$ cat config.mk
export PLATFORM = sky130hd
export DESIGN_NAME = tdcc_lin
export DESIGN_NICKNAME = d
export VERILOG_FILES = /design/src/design/tdcc_pkg.sv /design/src/design/tdcc_lin.sv
export SDC_FILE = /design/constraint.sdc
export NUM_CORES = 1
export LEC_CHECK = 0
export BUFFER_PORTS_ARGS = -buffer_cell sky130_fd_sc_hd__buf_2
export CAP_MARGIN = 20
export CORE_MARGIN = 2
export CORE_UTILIZATION = 40
export CTS_CLUSTER_SIZE = 40
export DETAILED_ROUTE_END_ITERATION = 7
export PLACE_DENSITY = 0.6
export RECOVER_POWER = 100
export SETUP_SLACK_MARGIN = 0.2
export SYNTH_ARGS = -nofsm -noshare
export SYNTH_HDL_FRONTEND = slang
export SYNTH_SLANG_ARGS = --single-unit
$ cat constraint.sdc
create_clock -name clk -period 9.75 [get_ports clk]
set_input_delay 0.4875 -clock clk [delete_from_list [all_inputs] [get_ports clk]]
set_output_delay 0.4875 -clock clk [all_outputs]
set_load 0.02 [all_outputs]
$ cat src/design/tdcc_pkg.sv
// shared types and constants for the tdc bin time calibration core
`default_nettype none

package tdcc_pkg;

  // calibration rule selected by the cal_kind register
  typedef enum logic [1:0] {
    KIND_EXACT  = 2'd0,
    KIND_LINEAR = 2'd1,
    KIND_PLUS1  = 2'd2
  } cal_kind_t;

  // configuration register indexes
  typedef enum logic [1:0] {
    CFG_CAL_KIND = 2'd0,
    CFG_ENTRIES  = 2'd1
  } cfg_reg_t;

  localparam int unsigned ENTRIES_W = 9;
  localparam int unsigned INDEX_W   = 8;
  localparam int unsigned VAL_W     = 32;

  // -10000.0 in signed q16.16
  localparam logic [VAL_W-1:0] NO_MATCH_TIME = 32'hD8F0_0000;
  localparam logic [VAL_W-1:0] S32_MAX       = 32'h7FFF_FFFF;
  localparam logic [VAL_W-1:0] S32_MIN       = 32'h8000_0000;

  // search token control bits handed from cell to cell
  typedef struct packed {
    logic vld;
    logic hit;
  } tok_ctl_t;

endpackage

`default_nettype wire

$ cat src/design/tdcc_lin.sv
// three stage slope times count, rounding, offset add and saturation
`default_nettype none

module tdcc_lin #(
  parameter int unsigned BIN_BITS = 12
) (
  input  wire logic                        clk,
  input  wire logic                        rst_n,
  input  wire tdcc_pkg::tok_ctl_t          ctl_i,
  input  wire logic [tdcc_pkg::VAL_W-1:0]  slope_i,
  input  wire logic [tdcc_pkg::VAL_W-1:0]  offset_i,
  input  wire logic [BIN_BITS:0]           count_i,
  output logic                             vld_o,
  output logic                             hit_o,
  output logic [tdcc_pkg::VAL_W-1:0]       time_o
);

  localparam int unsigned CW = BIN_BITS + 1;
  localparam int unsigned PW = tdcc_pkg::VAL_W + CW + 1;
  localparam int unsigned QW = PW - 8;

  logic                         s1_vld_r;
  logic                         s1_hit_r;
  logic signed [PW-1:0]         s1_prod_r;
  logic [tdcc_pkg::VAL_W-1:0]   s1_off_r;

  logic                         s2_vld_r;
  logic                         s2_hit_r;
  logic [tdcc_pkg::VAL_W-1:0]   s2_prod_r;
  logic [tdcc_pkg::VAL_W-1:0]   s2_off_r;

  logic                         vld_r;
  logic                         hit_r;
  logic [tdcc_pkg::VAL_W-1:0]   time_r;

  logic signed [PW-1:0]         prod;
  logic signed [PW-1:0]         rnd;
  logic signed [QW-1:0]         q;
  logic [tdcc_pkg::VAL_W-1:0]   prod_sat;
  logic [tdcc_pkg::VAL_W:0]     sum;
  logic [tdcc_pkg::VAL_W-1:0]   sum_sat;

  assign prod = $signed(slope_i) * $signed({1'b0, count_i});

  // round to nearest, ties up: add half an lsb then floor shift
  assign rnd = s1_prod_r + PW'(128);
  assign q   = QW'(rnd >>> 8);

  always_comb begin
    if ((q[QW-1:tdcc_pkg::VAL_W-1] == '0) || (q[QW-1:tdcc_pkg::VAL_W-1] == '1)) begin
      prod_sat = q[tdcc_pkg::VAL_W-1:0];
    end else if (q[QW-1]) begin
      prod_sat = tdcc_pkg::S32_MIN;
    end else begin
      prod_sat = tdcc_pkg::S32_MAX;
    end
  end

  assign sum = {s2_off_r[tdcc_pkg::VAL_W-1], s2_off_r}
             + {s2_prod_r[tdcc_pkg::VAL_W-1], s2_prod_r};

  always_comb begin
    if (sum[tdcc_pkg::VAL_W] == sum[tdcc_pkg::VAL_W-1]) begin
      sum_sat = sum[tdcc_pkg::VAL_W-1:0];
    end else if (sum[tdcc_pkg::VAL_W]) begin
      sum_sat = tdcc_pkg::S32_MIN;
    end else begin
      sum_sat = tdcc_pkg::S32_MAX;
    end
  end

  always_ff @(posedge clk) begin
    if (!rst_n) begin
      s1_vld_r <= 1'b0;
      s2_vld_r <= 1'b0;
      vld_r    <= 1'b0;
    end else begin
      s1_vld_r <= ctl_i.vld;
      s2_vld_r <= s1_vld_r;
      vld_r    <= s2_vld_r;
    end
  end

  always_ff @(posedge clk) begin
    if (ctl_i.vld) begin
      s1_hit_r  <= ctl_i.hit;
      s1_prod_r <= prod;
      s1_off_r  <= offset_i;
    end
    if (s1_vld_r) begin
      s2_hit_r  <= s1_hit_r;
      s2_prod_r <= prod_sat;
      s2_off_r  <= s1_off_r;
    end
    if (s2_vld_r) begin
      hit_r  <= s2_hit_r;
      time_r <= s2_hit_r ? sum_sat : tdcc_pkg::NO_MATCH_TIME;
    end
  end

  assign vld_o  = vld_r;
  assign hit_o  = hit_r;
  assign time_o = time_r;

endmodule

`default_nettype wire
==> flow_metrics.py <==
metrics = {
    "sta": {
        "setup_viol": 0,
        "finalCritPeriodShare_pct": 74.1,
        "rsz0062_at_grt": "no",
        "timing.slew.headroom_pct": -171,
        "post-route-min-period_ns": 7.23,
        "worst_pin_slew_ns": 4.06,
        "finalHoldViolations": 0,
        "setup_ws_ns": 2.52,
        "fmax_ghz": 0.138,
        "drv_slew": 208,
        "tns_ns": 0,
        "fin_worst_skew_ns": 0.00870,
    },
    "floorplanning": {
        "die_h_um": 241,
        "dieWidth_um": 241,
        "dieArea_mm2": 0.0583,
        "start_util_pct": 40.2,
        "design.core.area_mm2": 0.0561,
        "rows": 87,
        "io_pins": 115,
    },
    "global_routing": {
        "grt_first_pass_wirelength_um": 84900,
        "antenna_found_initial": 1,
        "grt_use_total_pct": 18.5,
        "grt.met1_usage_pct": 25.0,
        "top_usage_layer": "met2",
        "grt_max_degree": 74,
        "overflow": 0,
        "grtUsageMet2_pct": 31.5,
        "grt_pass1_vias": 16460,
        "grt_use_met3_pct": 2.77,
    },
    "detailed_routing": {
        "vias": 15094,
        "drt-pass1-iter-count": 7,
        "routedWlPerCell_um": 17.0,
        "ant_nets": 0,
        "drc": 0,
        "routed_wl_um": 52000,
        "drt_iter0_markers": 728,
        "routed_via_density": 4.95,
    },
    "synth": {
        "syn_inst": 2232,
        "synth-xor-area-share_pct": 4.00,
        "muxShareOfSynthArea_pct": 0.167,
        "synthSimpleGateAreaFrac_pct": 14.6,
        "ys.flop_type": "edfxtp_1",
        "synth_top_family_by_area": "adder cells",
        "seq_area_frac_synth_pct": 22.9,
        "synthArstFlopShare_pct": 0,
        "yosys.area_share.adder_pct": 41.3,
        "post-synth-top-area-fraction_pct": 33.6,
        "synth_top_area_cell": "fa_1",
        "synth_edf_count": 170,
        "mappedNetlistNets": 2828,
        "ys_seq_elements": 173,
        "synth_cell_types": 79,
        "netlist_area_mm2": 0.0225,
        "avgSynthCellArea_um2": 10.1,
        "ys_warn_count": 0,
        "synth_compound_area_share_pct": 7.95,
        "synthTopCellsByArea": "fa_1 (34%), edfxtp_1 (23%), ha_1 (7.6%), inv_1 (7.4%), and2_1 (6.0%)",
    },
    "clocking": {
        "cts_setup_buffers": 0,
        "cts_num_sinks": 173,
        "cts_made_buffers": 17,
        "h-tree-depth": 4,
        "cts_root_buf": "clkbuf_16",
        "clk_path_buf_depth": 2,
        "cts.clk_slew.worst_paths_ns": 0.07,
        "clkLatencyLatePin_ns": 0.43,
        "cts_tree": "done",
        "post_cts_resized": 0,
        "holdBufCountCts": 0,
    },
    "outcome": {
        "violations": "max-capacitance violations, max-slew violations",
        "status": "finished with violations",
    },
    "layout": {
        "design_area_mm2": 0.0242,
        "final_nets": 2877,
        "layout-drive-gt1-share_pct": 6.58,
        "antenna_cells": 0,
        "area_growth_pct": 7.31,
    },
    "setup_path": {
        "rr_startpoint": "s1_prod_r[8]",
        "reg2reg_slack_ns": 5.34,
        "crit_fanout": 32,
        "path_class": "in2reg",
        "arrival_ns": 7.41,
        "required_ns": 9.93,
        "cp-startpoint": "count_i[4]",
        "cp-end-kind": "register",
        "critPathLaunchType": "primary input",
    },
    "placed_design": {
        "pre_cts_slack_ns": 2.44,
        "port_buffers": 114,
        "dpl_cell_area_mm2": 0.0237,
        "gp_congestion": 0.859,
        "dpl.hpwl_um": 40400,
    },
    "worst_hold_path": {
        "hp-class": "in2reg",
        "min_from": "offset_i[10]",
    },
    "job": {
        "drv_cap": 4,
    },
}
[cell usage after synthesis (8+ instances only)]
library cell	count
a21oi_2	32
nor3_1	14
nor2_1	56
and2_1	216
o31ai_1	8
nand4_1	16
clkbuf_1	78
nand2_1	254
xor2_1	45
o21ai_0	32
o21ai_1	24
a31oi_1	10
a21oi_1	62
ha_1	137
xnor2_1	58
inv_1	444
edfxtp_1	170
nand3_1	32
a21o_1	35
fa_1	378
o21a_1	8
[area by class of cell]
type	instances	area, um2
clock buffer	19	433
clock inverter	13	139
fill	5392	31900
inverter	444	1670
multi-input combinational	1526	15300
sequential	173	5160
tap	756	946
timing repair buffer	119	557
[cells by family (layout without fill, tap and decap cells)]
family          count (synthesis)  count (layout)
simple gates                  641             641
flops                         173             173
mux                             2               2
compound gates                263             263
fa+ha+maj                     517             517
buf+inv                       533             595
xor+xnor                      103             103
[flip-flops by register name, summed over array words and instances (netlist names), 32 cells and up]
register	flops
s1_off_r	32
s1_prod_r	39
s2_off_r	32
s2_prod_r	32
time_o	32
[layout by cell type, fill, tap and decap left out, types with 55 or more instances in the layout]
master,instances
a21oi_1,73
and2_1,209
buf_2,75
edfxtp_1,170
fa_1,378
ha_1,137
inv_1,444
nand2_1,254
nor2_1,56
o21ai_0,55
xnor2_1,58
[critical path, stage by stage]
cell,delay (ns)
clkbuf_1,0.94
and2_0,0.26
fa_1,0.42
inv_1,0.09
fa_1,0.42
inv_1,0.09
fa_1,0.46
fa_1,0.51
fa_1,0.49
inv_1,0.06
fa_1,0.53
inv_1,0.04
ha_1,0.41
and3_1,0.22
nand3_1,0.09
or2_0,0.23
o311ai_0,0.34
nand2_1,0.20
a21o_1,0.22
o31ai_1,0.45
nor4_1,0.09
a311o_1,0.33
[layer usage]
layer	part of all wire, %	vias to the layer above
li1	-	7093
met1	46	7571
met2	47	375
met3	5.4	53
met4	1.4	2
met5	0.025	-
[worst paths after layout]
| check | end | cells past startpoint |
|---|---|---|
| min reg2reg | s2_off_r[26] | 0 |
| max reg2reg | s2_prod_r[2] | 10 |
| min | s1_off_r[10] | 1 |
| max | s1_prod_r[40] | 22 |
[through the flow]
stage               cells  hold WS (ns)  utilization (%)
floorplan            2232         0.400                -
global placement     3017         0.407             42.3
detailed placement   3017         0.405             42.3
CTS                  3049         0.211             43.3
global route         3050         0.204             43.1
finish               3050         0.231             43.1
Power is not shown: default switching activity piles up to over one toggle a cycle in this logic, so the estimate is an artifact.
