$ cat config.mk
export PLATFORM = sky130hd
export DESIGN_NAME = tdcc_cell
export DESIGN_NICKNAME = d
export VERILOG_FILES = /design/src/design/tdcc_pkg.sv /design/src/design/tdcc_cell.sv
export SDC_FILE = /design/constraint.sdc
export NUM_CORES = 1
export LEC_CHECK = 0
export ABC_CLOCK_PERIOD_IN_PS = 15800
export BUFFER_PORTS_ARGS = -buffer_cell sky130_fd_sc_hd__buf_2
export CORE_UTILIZATION = 45
export CTS_CLUSTER_DIAMETER = 60
export DETAILED_ROUTE_END_ITERATION = 12
export PLACE_DENSITY = 0.74
export SLEW_MARGIN = 30
export SYNTH_ARGS = -nofsm -noshare
export SYNTH_HDL_FRONTEND = slang
export SYNTH_SLANG_ARGS = --single-unit
$ cat constraint.sdc
create_clock -name clk -period 15.8 [get_ports clk]
set_input_delay 0.79 -clock clk [delete_from_list [all_inputs] [get_ports clk]]
set_output_delay 0.79 -clock clk [all_outputs]
set_load 0.005 [all_outputs]
$ cat src/design/tdcc_pkg.sv
// shared types and constants for the tdc bin time calibration core
`default_nettype none

package tdcc_pkg;

  // calibration rule selected by the cal_kind register
  typedef enum logic [1:0] {
    KIND_EXACT  = 2'd0,
    KIND_LINEAR = 2'd1,
    KIND_PLUS1  = 2'd2
  } cal_kind_t;

  // configuration register indexes
  typedef enum logic [1:0] {
    CFG_CAL_KIND = 2'd0,
    CFG_ENTRIES  = 2'd1
  } cfg_reg_t;

  localparam int unsigned ENTRIES_W = 9;
  localparam int unsigned INDEX_W   = 8;
  localparam int unsigned VAL_W     = 32;

  // -10000.0 in signed q16.16
  localparam logic [VAL_W-1:0] NO_MATCH_TIME = 32'hD8F0_0000;
  localparam logic [VAL_W-1:0] S32_MAX       = 32'h7FFF_FFFF;
  localparam logic [VAL_W-1:0] S32_MIN       = 32'h8000_0000;

  // search token control bits handed from cell to cell
  typedef struct packed {
    logic vld;
    logic hit;
  } tok_ctl_t;

endpackage

`default_nettype wire

$ cat src/design/tdcc_cell.sv
// one table entry of the search row plus its stage of the search token
`default_nettype none

module tdcc_cell #(
  parameter int unsigned IDX      = 0,
  parameter int unsigned BIN_BITS = 12
) (
  input  wire logic                                clk,
  input  wire logic                                rst_n,
  input  wire tdcc_pkg::cal_kind_t                 kind,
  input  wire logic [tdcc_pkg::ENTRIES_W-1:0]      entries,
  input  wire logic                                wr_en,
  input  wire logic [tdcc_pkg::INDEX_W-1:0]        wr_idx,
  input  wire logic [BIN_BITS:0]                   wr_low,
  input  wire logic [BIN_BITS:0]                   wr_high,
  input  wire logic [tdcc_pkg::VAL_W-1:0]          wr_slope,
  input  wire logic [tdcc_pkg::VAL_W-1:0]          wr_offset,
  input  wire tdcc_pkg::tok_ctl_t                  ctl_i,
  input  wire logic [BIN_BITS-1:0]                 raw_i,
  input  wire logic [tdcc_pkg::VAL_W-1:0]          slope_i,
  input  wire logic [tdcc_pkg::VAL_W-1:0]          offset_i,
  input  wire logic [BIN_BITS:0]                   count_i,
  output tdcc_pkg::tok_ctl_t                       ctl_o,
  output logic [BIN_BITS-1:0]                      raw_o,
  output logic [tdcc_pkg::VAL_W-1:0]               slope_o,
  output logic [tdcc_pkg::VAL_W-1:0]               offset_o,
  output logic [BIN_BITS:0]                        count_o
);

  // stored entry, undefined until written
  logic [BIN_BITS:0]            low_r;
  logic [BIN_BITS:0]            high_r;
  logic [tdcc_pkg::VAL_W-1:0]   slope_r;
  logic [tdcc_pkg::VAL_W-1:0]   offset_r;

  // token stage
  tdcc_pkg::tok_ctl_t           ctl_r;
  logic [BIN_BITS-1:0]          raw_r;
  logic [tdcc_pkg::VAL_W-1:0]   tslope_r;
  logic [tdcc_pkg::VAL_W-1:0]   toffset_r;
  logic [BIN_BITS:0]            count_r;

  logic                         active;
  logic                         match;
  logic [BIN_BITS:0]            raw_ext;
  logic [BIN_BITS:0]            v;
  logic [BIN_BITS:0]            cnt;
  logic                         take;

  assign active  = (32'(IDX) < 32'(entries));
  assign raw_ext = {1'b0, raw_i};
  assign v       = raw_ext + 1'b1;

  always_comb begin
    match = 1'b0;
    cnt   = '0;
    case (kind)
      tdcc_pkg::KIND_EXACT: begin
        match = (raw_ext == low_r);
      end
      tdcc_pkg::KIND_LINEAR: begin
        match = (v >= low_r) && (v <= high_r);
        cnt   = v - low_r;
      end
      tdcc_pkg::KIND_PLUS1: begin
        match = (v == low_r);
      end
      default: begin
        match = 1'b0;
      end
    endcase
  end

  // first matching entry wins, later cells pass the token through
  assign take = !ctl_i.hit && active && match;

  always_ff @(posedge clk) begin
    if (wr_en && (32'(wr_idx) == 32'(IDX))) begin
      low_r    <= wr_low;
      high_r   <= wr_high;
      slope_r  <= wr_slope;
      offset_r <= wr_offset;
    end
  end

  always_ff @(posedge clk) begin
    if (!rst_n) begin
      ctl_r <= '0;
    end else begin
      ctl_r.vld <= ctl_i.vld;
      ctl_r.hit <= ctl_i.vld && (ctl_i.hit || take);
    end
  end

  always_ff @(posedge clk) begin
    if (ctl_i.vld) begin
      raw_r <= raw_i;
      if (take) begin
        tslope_r  <= slope_r;
        toffset_r <= offset_r;
        count_r   <= cnt;
      end else begin
        tslope_r  <= slope_i;
        toffset_r <= offset_i;
        count_r   <= count_i;
      end
    end
  end

  assign ctl_o    = ctl_r;
  assign raw_o    = raw_r;
  assign slope_o  = tslope_r;
  assign offset_o = toffset_r;
  assign count_o  = count_r;

endmodule

`default_nettype wire

==> impl_metrics.yaml, run 1 <==
setup_path:
  reg2reg_depth: 10
  worstPathRequired_ns: 15.97
  rrSetupSlack_ns: 12.06
  worstSetupPathType: "in2reg"
  crit_fanout: 48
  end_kind: "flop"
  arrival_ns: 4.89
  crit_end: "offset_o[31]"
  crit_path_start_kind: "input port"
  r2r-start: "low_r[1]"
  setup.worst_path.start: "raw_i[0]"
  reg2reg_to: "offset_o[31]"
synth:
  ys_async_sr_fraction_pct: 0
  netlist_instances: 470
  syn-num-nets: 701
  synth_area_per_cell_um2: 16.70
  yosys_most_used_dff: "edfxtp_1"
  ys_warn_count: 0
  yosysUniqueCellTypes: 44
  netlist_area_mm2: 0.007849
  synth-seq-area-share_pct: 68.99
  ys_seq_elements: 181
  synth_edf_count: 179
floorplan:
  core_area_mm2: 0.01682
  initial_core_util_pct: 46.67
  ios: 294
  die_y_um: 134.1
  design.die.area_mm2: 0.01797
  fp.dieW_um: 134.1
  fp-row-count: 47
route:
  routed_wl_um: 18010
  vias_per_cell: 5.020
  antenna_left: 0
  drc_errors: 0
  initialDrtViolationCount: 268
  wl_met1_um: 7062
  vias: 5080
  firstDrtPassIters: 4
  wl_met3_um: 1495
  wl_met2_um: 9152
  topRoutingLayerUsed: "met4"
  detail_route.wl_per_cell_um: 17.80
final_layout:
  final_net_count: 1009
  layout_common_cells: "buf_2, edfxtp_1, mux2_2, ha_1, inv_1"
  area_growth_pct: 29.24
  drive_gt1_share_pct: 52.21
  fill_cells: 1376
  stdcell_area_mm2: 0.01014
  final_common_cell: "buf_2"
grt:
  grt_overflow: 0
  grt_pass1_wl_um: 27210
  grt_max_degree: 59
  grt_antenna_before_repair: 1
  grt_pass1_vias: 5312
  grtUsageTotal_pct: 20.21
timing:
  worst_pin_slew_ns: 0.8156
  setup_ws_ns: 11.09
  fin_hold_ws_ns: 0.5354
  setup_viol: 0
  period_share_pct: 29.82
  min_period_ns: 4.711
  maxSlewHeadroom_pct: 45.63
  rsz0062_at_grt: "false"
  clock_skew_ns: 0.009314
  fmax_mhz: 212.3
  hold_viol_final: 0
  slew_viol_final: 0
  setup_tns_ns: 0
clocking:
  htreeDepth: 4
  cts_tree: "done"
  cts_resized: 0
  clkSinkCount: 181
  cts_buffer_depth: 2
  postCtsSetupBuffers: 0
  cts_hold_buf: 0
  clock_latency_ns: 0.42
  numCtsBuffers: 17
  root_buffer: "clkbuf_16"
  cts.reportedPaths.clkPinSlew_ns: 0.07
power:
  ir_drop_mv: 0.06825
  leakage_nw: 4.295
  powerDensity_mw_per_mm2: 102.6
outcome:
  outcome: "complete, no violations"
placed_design:
  gp_congestion: 0.8664
  io_buffers: 293
  dpl_cell_area_mm2: 0.009574
  dpl_worst_slack_ns: 10.68
  hpwlAfterDp_um: 13620
worst_hold_path:
  min_path_type: "in2reg"
flow_run:
  max-cap-violations: 0
## registers in the layout (all words and copies together), names as in the netlist
name	count
count_o	13
ctl_o	2
high_r	13
low_r	13
offset_o	32
offset_r	32
raw_o	12
slope_o	32
slope_r	32
## critical path, stage by stage
cell     delay, ns
buf_2         0.15
ha_1          0.19
and3_1        0.22
and4_1        0.29
nand2_1       0.10
xnor2_1       0.25
ha_1          0.34
and4_1        0.25
nand2_1       0.09
a21oi_1       0.06
nor3_1        0.31
o21ai_1       0.15
a22oi_4       0.56
buf_4         0.68
mux2_2        0.42
## per-stage QoR
stage / utilization (%) / std cells / power, mW
CTS: 60.30 / 1011 / 1.052
detailed placement: 56.93 / 979 / 0.6491
global route: 60.30 / 1011 / 1.076
global placement: 56.76 / 978 / 0.6459
finish: 60.31 / 1012 / 1.041
floorplan: - / 470 / 0.5947
## kinds of logic (layout without fill, tap and decap cells)
kind of cell | Yosys count | after routing | synth area share (%)
xor gates and xnor gates | 27 | 27 | 3.013
buffers and inverters | 35 | 356 | 2.296
other | 0 | 1 | 0
and+or+nand+nor | 77 | 77 | 5.309
DFF | 181 | 181 | 68.99
AOI/OAI and AO/OA | 45 | 45 | 3.874
muxes | 77 | 77 | 11.96
adders and majority gates | 28 | 28 | 4.559
## worst min-delay path by stage
stage / end / start / slack (ns) / cells past startpoint
CTS: slope_r[6] / wr_slope[6] / 0.51 / 1
detailed placement: slope_o[22] / slope_r[22] / 0.53 / 1
finish: slope_r[6] / wr_slope[6] / 0.54 / 1
global placement: offset_o[23] / offset_r[23] / 0.53 / 1
global route: slope_r[6] / wr_slope[6] / 0.52 / 1
floorplan: offset_o[0] / offset_r[0] / 0.52 / 1
## where the power goes
group / switching [mW] / total (mW) / internal [mW] / leakage [nW]
Clock: 0.194 / 0.403 / 0.208 / 0.270
Combinational: 0.0429 / 0.0907 / 0.0477 / 2.33
Sequential: 0.00344 / 0.548 / 0.544 / 1.70
## synthesized netlist by cell type (all sizes together), types with 4 or more instances
| cell type | instances | area [µm²] |
|---|---|---|
| buf | 8 | 78.83 |
| nand4 | 6 | 37.54 |
| nand2 | 12 | 45.04 |
| ha | 27 | 337.8 |
| nor4 | 6 | 37.54 |
| nor3 | 9 | 50.05 |
| nor2 | 14 | 52.55 |
| xor2 | 14 | 122.6 |
| nor2b | 4 | 25.02 |
| o21ai | 9 | 45.04 |
| edfxtp | 179 | 5375 |
| a21oi | 16 | 83.83 |
| a211oi | 4 | 30.03 |
| xnor2 | 13 | 113.9 |
| inv | 26 | 97.59 |
| mux2 | 77 | 938.4 |
| nand2b | 5 | 31.28 |
| nand3 | 7 | 35.03 |
| a21o | 5 | 37.54 |
## layer usage
layer  up-vias  global-route usage [%]
met1      2422                   23.17
met5         -                       0
li1       2421                       -
met2       216                   35.78
met4         0                   6.804
met3        21                   6.198
## layout make-up
| type | instances | area (µm²) | area share (%) |
|---|---|---|---|
| Antenna cell | 1 | 2.502 | 0.02467 |
| Clock buffer | 17 | 425.4 | 4.194 |
| Clock inverter | 15 | 141.4 | 1.394 |
| Inverter | 26 | 97.59 | 0.9621 |
| Multi-Input combinational cell | 254 | 2260 | 22.28 |
| Sequential cell | 181 | 5415 | 53.39 |
| Tap cell | 220 | 275.3 | 2.714 |
| Timing Repair Buffer | 298 | 1526 | 15.05 |
Power figures use the tool's default switching activity.
==> run 2: changes to the inputs <==
ABC_CLOCK_PERIOD_IN_PS = 4200   (was 15800)
PLACE_DENSITY = 0.77   (was 0.74)
clock period = 4.2 ns   (was 15.8 ns; I/O delays follow)
==> run 2 against run 1 <==
  * Hold slack got worse by 0.51 ns
  * Via count rose by 8.2%
  * Clock power rose to 4.3 times the previous value
  * Die area unchanged
==> impl_metrics.yaml, run 2 (synthesis results as in run 1) <==
outcome:
  outcome: "complete, no violations"
flow_run:
  max-cap-violations: 0
grt:
  grt_pass1_wl_um: 29950
  grt_overflow: 0
  grt_max_degree: 62
  grt_pass1_vias: 5913
  grtUsageTotal_pct: 22.37
  grt_antenna_before_repair: 1
setup_path:
  crit_path_start_kind: "input port"
  crit_fanout: 57
  arrival_ns: 3.56
  crit_chain: "buf_2 -> ha_1 -> and3_1 -> and4_1 -> nand2_1 -> xnor2_1 -> ha_1 -> and4_1 -> nand2_1 -> a21oi_1 -> nor3_1 -> o21ai_1 -> a22oi_4 -> buf_12 -> mux2_2"
  rrSetupSlack_ns: 1.25
  reg2reg_depth: 10
  worstSetupPathType: "in2reg"
  end_kind: "flop"
  slowest_delay_ns: 0.39
  r2r-start: "low_r[1]"
  cp_top_family: "simple AND/OR/NAND/NOR gates"
  worstPathRequired_ns: 4.37
  critPathSlowestCell: "mux2_2"
  reg2reg_to: "offset_o[12]"
  cp_num_buf_inv: 2
clocking:
  clock_latency_ns: 0.44
  cts.reportedPaths.clkPinSlew_ns: 0.08
  clkSinkCount: 181
  cts_buffer_depth: 2
  htreeDepth: 4
  postCtsSetupBuffers: 0
  root_buffer: "clkbuf_16"
  cts_resized: 0
  cts_tree: "done"
  cts_hold_buf: 91
  numCtsBuffers: 17
timing:
  maxSlewHeadroom_pct: 45.47
  fin_hold_ws_ns: 0.02658
  clock_skew_ns: 0.02038
  slew_viol_final: 0
  setup_tns_ns: 0
  min_period_ns: 3.391
  setup_viol: 0
  rsz0062_at_grt: "false"
  worst_pin_slew_ns: 0.8180
  period_share_pct: 80.74
  fmax_mhz: 294.9
  hold_viol_final: 0
power:
  leakage_nw: 4.715
  powerDensity_mw_per_mm2: 376.1
  ir_drop_mv: 0.2612
worst_hold_path:
  min_from: "raw_i[11]"
  min_to: "raw_o[11]"
  min_path_type: "in2reg"
  hold_depth: 1
final_layout:
  fin_util_pct: 66.23
  drive_gt1_share_pct: 46.83
  area_growth_pct: 41.93
  final_net_count: 1100
  layout_common_cells: "buf_2, edfxtp_1, dlygate4sd3_1, mux2_2, ha_1"
  fill_cells: 1232
  final_common_cell: "buf_2"
floorplan:
  ios: 294
  design.die.area_mm2: 0.01797
  die_y_um: 134.1
  fp-row-count: 47
  core_area_mm2: 0.01682
  fp.dieW_um: 134.1
  initial_core_util_pct: 46.67
route:
  firstDrtPassIters: 4
  vias_per_cell: 4.984
  routed_wl_um: 19550
  antenna_left: 0
  vias: 5497
  drc_errors: 0
  detail_route.wl_per_cell_um: 17.73
  initialDrtViolationCount: 205
placed_design:
  io_buffers: 293
  hpwlAfterDp_um: 12880
  gp_congestion: 0.8591
==> run 2: layout make-up <==
type | count | area [µm²] | share of cell area (%)
sequential | 181 | 5415 | 48.61
timing repair buffer | 389 | 2430 | 21.81
multi-input combinational | 254 | 2268 | 20.36
clock buffer | 17 | 425.4 | 3.819
tap | 220 | 275.3 | 2.471
clock inverter | 15 | 225.2 | 2.022
inverter | 26 | 97.59 | 0.8761
antenna | 1 | 2.502 | 0.02246
==> run 2: metal layers <==
layer / track usage, % / vias up / part of all wire, % / wire length [µm]
li1: - / 2599 / - / -
met1: 24.59 / 2614 / 37 / 7209
met2: 40.16 / 251 / 53 / 10290
met3: 7.445 / 33 / 8.4 / 1636
met4: 7.990 / 0 / 2.1 / 420
met5: 0 / - / 0 / 0
==> run 2: how the worst max path moves through the flow <==
stage / startpoint / endpoint / slack, ns / cells past startpoint
after floorplan: wr_idx[2] / high_r[0] / 0.30 / 3
after global placement: raw_i[0] / offset_o[16] / 0.48 / 15
after detailed placement: raw_i[0] / offset_o[21] / 0.44 / 15
after CTS: raw_i[0] / slope_o[5] / 0.88 / 15
after global routing: raw_i[0] / offset_o[12] / 0.64 / 15
final: raw_i[0] / offset_o[12] / 0.81 / 15
==> run 2: where the power goes <==
group | leakage [nW] | switching [mW] | internal (mW)
logic | 2.71 | 0.177 | 0.235
clock network | 0.311 | 0.792 | 0.927
registers | 1.70 | 0.0131 | 2.05
total | 4.71 | 0.982 | 3.21
==> run 2: stage by stage <==
step	instances	area (µm²)	power, mW	setup WS [ns]
floorplan	470	7864	2.237	0.3015
global placement	979	9575	2.429	0.4845
detailed placement	979	9575	2.438	0.4446
CTS	1102	11140	4.219	0.8797
global route	1103	11140	4.329	0.6422
finish	1103	11140	4.190	0.8088
